File: src/rtl/fcsg_pkg.sv
// Shared widths, defaults and control structs for the filled circle span generator.
// No dependencies; every other file imports this package.
`timescale 1ns / 1ps

package fcsg_pkg;

	localparam int CoordInW    = 15;
	localparam int RadiusW     = 5;
	localparam int SpanW       = 16;
	localparam int OffW        = 8;
	localparam int MaxIters    = 16;
	localparam int IterW       = $clog2(MaxIters);
	localparam int DefMaxRadius = 20;
	localparam int DefCoordBits = 16;

	typedef struct packed {
		logic       load;
		logic       emit;
		logic       step;
		logic       last;
		logic [1:0] phase;
	} fcsg_ctl_t;

	typedef struct packed {
		logic out_free;
		logic walk_done;
	} fcsg_sts_t;

endpackage

File: src/rtl/fcsg_ctrl.sv
// Controller: takes a circle request, sequences four spans per walker step, marks the last span.
// Depends on fcsg_pkg; drives fcsg_dp through fcsg_ctl_t.
`timescale 1ns / 1ps

module fcsg_ctrl
	import fcsg_pkg::*;
(
	input  logic      clk,
	input  logic      arst_n,
	input  logic      cmd_valid,
	output logic      cmd_ready,
	input  fcsg_sts_t sts,
	output fcsg_ctl_t ctl
);

	typedef enum logic [1:0] {
		ST_IDLE = 2'b01,
		ST_WALK = 2'b10
	} state_t;

	state_t             state_q, state_d;
	logic [1:0]         phase_q;
	logic [IterW-1:0]   iter_q;
	logic               last_c;

	assign cmd_ready = (state_q == ST_IDLE);
	assign last_c    = (phase_q == 2'd3) && (sts.walk_done || iter_q == IterW'(MaxIters - 1));

	always_comb begin
		ctl.load  = 1'b0;
		ctl.emit  = 1'b0;
		ctl.step  = 1'b0;
		ctl.last  = last_c;
		ctl.phase = phase_q;
		state_d   = state_q;
		case (state_q)
			ST_IDLE: begin
				if (cmd_valid) begin
					ctl.load = 1'b1;
					state_d  = ST_WALK;
				end
			end
			ST_WALK: begin
				if (sts.out_free) begin
					ctl.emit = 1'b1;
					ctl.step = (phase_q == 2'd3);
					if (last_c) begin
						state_d = ST_IDLE;
					end
				end
			end
			default: begin
				state_d = ST_IDLE;
			end
		endcase
	end

	always_ff @(posedge clk or negedge arst_n) begin
		if (!arst_n) begin
			state_q <= ST_IDLE;
			phase_q <= '0;
			iter_q  <= '0;
		end else begin
			state_q <= state_d;
			if (ctl.load) begin
				phase_q <= '0;
				iter_q  <= '0;
			end else if (ctl.emit) begin
				phase_q <= phase_q + 2'd1;
				if (ctl.step) begin
					iter_q <= iter_q + IterW'(1);
				end
			end
		end
	end

endmodule

File: config.mk
export PLATFORM = sky130hd
export DESIGN_NAME = fcsg_ctrl
export DESIGN_NICKNAME = d
export VERILOG_FILES = /design/src/rtl/fcsg_pkg.sv /design/src/rtl/fcsg_ctrl.sv
export SDC_FILE = /design/constraint.sdc
export NUM_CORES = 1
export LEC_CHECK = 0
export BUFFER_PORTS_ARGS = -buffer_cell sky130_fd_sc_hd__buf_2
export CAP_MARGIN = 40
export CORE_MARGIN = 10
export CORE_UTILIZATION = 30
export DETAILED_ROUTE_END_ITERATION = 16
export GPL_TIMING_DRIVEN = 0
export PLACE_DENSITY = 0.57
export SYNTH_ARGS = -nofsm -noshare
export SYNTH_HDL_FRONTEND = slang
export SYNTH_SLANG_ARGS = --single-unit
File: constraint.sdc
create_clock -name clk -period 3.44 [get_ports clk]
set_clock_uncertainty 0.05 [all_clocks]
set_input_delay 0.344 -clock clk [delete_from_list [all_inputs] [get_ports clk]]
set_output_delay 0.344 -clock clk [all_outputs]
set_load 0.05 [all_outputs]
* After elaboration in Yosys (flattened, before gate mapping)
Cells that the tools add are included.
** Storage, ports and cells
- Register bits :: 8
- Bits in latches :: 0
- Memory bits (writable) :: 0
- ROM bits :: 0
- Bits of input ports :: 5
- Output and inout port bits :: 7
- Memories kept :: 0
** Cells by class
- Add/subtract/negate cells :: 2
- Multipliers :: 0
- Divide/modulo/power cells :: 0
- Magnitude comparators :: 0
- Eq/ne operators :: 7
- Shift operators :: 0
- Muxes and demuxes :: 13
- Bitwise gates (word level) :: 0
- Reductions and logical operators :: 6
** Operator list (count)
- $mux W2 :: 7
- $mux W4 :: 3
- $ne A2 B2 Y1 const B :: 3
- $add A4 B1 Y4 const B :: 1
- $eq A2 B2 Y1 const B :: 2
- $eq A4 B4 Y1 const B :: 1
- $pmux W2 S2 :: 1
- $reduce_bool A2 Y1 :: 2
- $reduce_and A3 Y1 :: 1
- $add A2 B1 Y2 const B :: 1
- $eq A2 B1 Y1 const B :: 1
- $mux W1 :: 2
- $reduce_and A2 Y1 :: 1
- $logic_and A1 B1 Y1 :: 1
- $logic_or A1 B1 Y1 :: 1

* Logic depth before layout (Yosys ltp)
- Word-level depth :: 6
- Gate-level depth with buffers :: 5
- Depth with buffers taken out :: 4

* Worst setup path after synthesis
OpenSTA, ideal clock, no wires.
- Path type :: reg-to-reg
- From :: reg phase_q[0]
- To :: reg iter_q[1]
- Setup time :: 0.142 ns
- Arrival time :: 1.508 ns
- Data required time :: 3.248 ns
- Path slack :: 1.741 ns
- Cell stages (with the launch flop) :: 6
- Path buffers :: 1
- Cells stage by stage :: dfrtp_1 > ha_1 > and4b_1 > buf_6 > mux2i_1 > nor2_1
** RTL lines
- start, declared :: RTL line fcsg_ctrl.sv:22 : logic [1:0] phase_q;
- start signal, assigned :: RTL line fcsg_ctrl.sv:69 : phase_q <= phase_q + 2'd1;
- end signal, assigned :: RTL line fcsg_ctrl.sv:71 : iter_q <= iter_q + IterW'(1);
- end, declared :: RTL line fcsg_ctrl.sv:23 : logic [IterW-1:0] iter_q;

* Worst setup path after layout
- From :: reg iter_q[0]
- To :: out ctl[2] in the netlist's numbering
** On the way
- Cells in the longest elaborated chain, start to end :: 3
** Ends and longest elaborated chain
- $eq A4 B4 Y1 :: RTL line fcsg_ctrl.sv:27 : assign last_c = (phase_q == 2'd3) && (sts.walk_done || iter_q == IterW'(MaxIters - 1));
- $logic_or A1 B1 Y1 :: RTL line fcsg_ctrl.sv:27
- $logic_and A1 B1 Y1 :: RTL line fcsg_ctrl.sv:27
- end, declared :: RTL line fcsg_ctrl.sv:13 : output fcsg_ctl_t ctl
No other way between the ends.

==> impl_metrics.ini <==
[run_status]
outcome = completed

[sta]
period_share_pct = 55.1
finalSetupViolations = 0
slew_viol_final = 0
min_period_ps = 1900
rsz0062_at_grt = no
setup_tns_ps = 0
fmax_mhz = 527
worst_slew_pin_slew_ps = 253
relSlewSlack_pct = 83.2
fin_ws_ps = 1540
hold_viol = 0

[layout]
final_cell_mix = 11 x buf_2, 7 x dfrtp_1, 6 x nand2_1
final_cell_area_um2 = 542
final_common_cell = buf_2
drive_above_1_share_pct = 35.7
final_core_util_pct = 40.6
n_antenna_cell = 0
num-fill-cells = 145
syn_to_final_growth_pct = 25.5
instances_no_fill = 71
final_nets = 64

[synth]
syn_area_um2 = 432
synth_edf_count = 0
synth_cells = 40
yosys.cell_types.count = 21
ys_async_sr_fraction_pct = 100
ys_ff_latch = 8
syn_avg_cell_area_um2 = 10.8
ys_seq_area_share_pct = 46.7
syn_nets = 47
ys.flop_type = dfrtp_1
yosysWarningCount = 0

[grt]
grt_util_met1_pct = 5.80
grt_pass1_vias = 338
grt_pass1_wl_um = 1470
antenna_found_initial = 0
grt_remaining_overflow = 0
use_met2_pct = 7.98
grt.busiest_layer = met2
grt_start_max_net_pins = 9
globalRouteMet3Util_pct = 3.27
grt_use_total_pct = 5.91

[critical_path]
setup.worst_path.start = iter_q[0]
crit_type = reg -> out
worstSetupEndpointType = output port
path_max_fanout = 3
worst_ep_required_time_ps = 3050
worst_ep_arrival_time_ps = 1500
worst_r2r_startpoint = phase_q[0]
reg2reg_slack_ps = 2070
cp-start-kind = register

[detailed_routing]
drt_iter0_markers = 4
vias_per_cell = 4.70
dr.pass1.iters = 2
vias = 334
antenna_left = 0
routedWlPerCell_um = 11.7
drt-total-wl_um = 829
drc = 0

[worst_hold_path]
worstHoldStart = sts[1]
worstHoldPathType = in -> reg

[run]
maxCapViolations = 0

[power]
power.density_nw_per_um2 = 654
vdd_drop_max_mv = 0.253
p_leak_nw = 0.317

[die]
core_um2 = 1330
fp.dieH_um = 57.9
dieWidth_um = 57.9
rows = 13
initial_utilization_pct = 32.4
num_io_pins = 12
die-area_um2 = 3360

[clock_network]
clk_pin_slew_ps = 50
post_cts_resized = 0
clockBufferDepth = 2
cts_tree = done
htree_levels = 1
clk_latency_ps = 250
numCtsBuffers = 3
clock-sinks = 8
root_buffer = clkbuf_4

[placed_design]
numPortBuffers = 11
gp_congestion = 0.696
dp.cells = 66
place_area_um2 = 505
dp_slack_ps = 1820
place.detailed.hpwl_um = 704
critical path: stages, from the launching register on:
cell and delay, ps:
dfrtp_1 420, ha_1 240, a31oi_1 190, nor2b_1 70
buf_4 120, buf_2 200
cell type report:
| type | count | area, µm² | share of cell area, % |
|---|---|---|---|
| multi-input cells | 28 | 204 | 37.6 |
| flip-flops and latches | 8 | 201 | 37.2 |
| repair buffers | 12 | 65.1 | 12.0 |
| clock buffers | 4 | 26.3 | 4.85 |
| plain buffers | 2 | 18.8 | 3.46 |
| well taps | 15 | 18.8 | 3.46 |
| inverters | 2 | 7.51 | 1.39 |
state kept, by name (all words and copies together) (netlist names):
register  flops
phase_q       2
state_q       2
iter_q        4
worst paths after layout:
kind                                   end  depth (start not counted)
worst max-delay path                ctl[2]                          5
worst min-delay path            phase_q[1]                          3
worst max register to register   iter_q[3]                          5
worst min register to register   iter_q[3]                          1
max in group asynchronous       state_q[0]                          2
min in group asynchronous        iter_q[0]                          2
layer usage:
metal	vias to the layer above	routed length [µm]
met5	-	0
met3	4	64
met1	153	346
met2	12	376
met4	0	42
li1	165	-
repair_timing:
| item | CTS | global route |
|---|---|---|
| hold buffers | 1 | 0 |
| setup buffers | 0 | 0 |
| endpoints found under the hold margin | 7 | 0 |
metrics by stage:
stage	hold WS (ps)	power (W)
after floorplan	-1.59	0.000246
after global placement	143	0.000282
after detailed placement	140	0.000282
after CTS	320	0.000361
after global routing	329	0.000382
final	321	0.000354
cells by family (layout without fill, tap and decap cells):
kind of cell | count (synthesis) | count (layout) | synth area share (%)
AND/OR/NAND/NOR | 18 | 18 | 26.7
flip-flops | 8 | 8 | 46.7
buffers and inverters | 4 | 20 | 6.09
AO/OA/AOI/OAI | 3 | 3 | 3.77
multiplexers | 3 | 3 | 6.96
adder cells (fa/ha/maj) | 2 | 2 | 5.80
XOR/XNOR | 2 | 2 | 4.06
report_power, final:
group	leakage [nW]	internal (W)	total, W	switching, W
registers	0.106	0.000116	0.000131	0.0000150
clock network	0.0150	0.0000443	0.0000754	0.0000311
logic	0.196	0.0000430	0.000148	0.000105
cell usage after synthesis, types with 2 or more instances:
library cell	instances	area, µm²
nand3b_1	2	15.0
nand2_1	6	22.5
dfrtp_1	7	175
inv_1	2	7.51
and2b_2	2	17.5
ha_1	2	25.0
mux2i_1	3	30.0
nor2_1	3	11.3
Power figures use the tool's default switching activity.
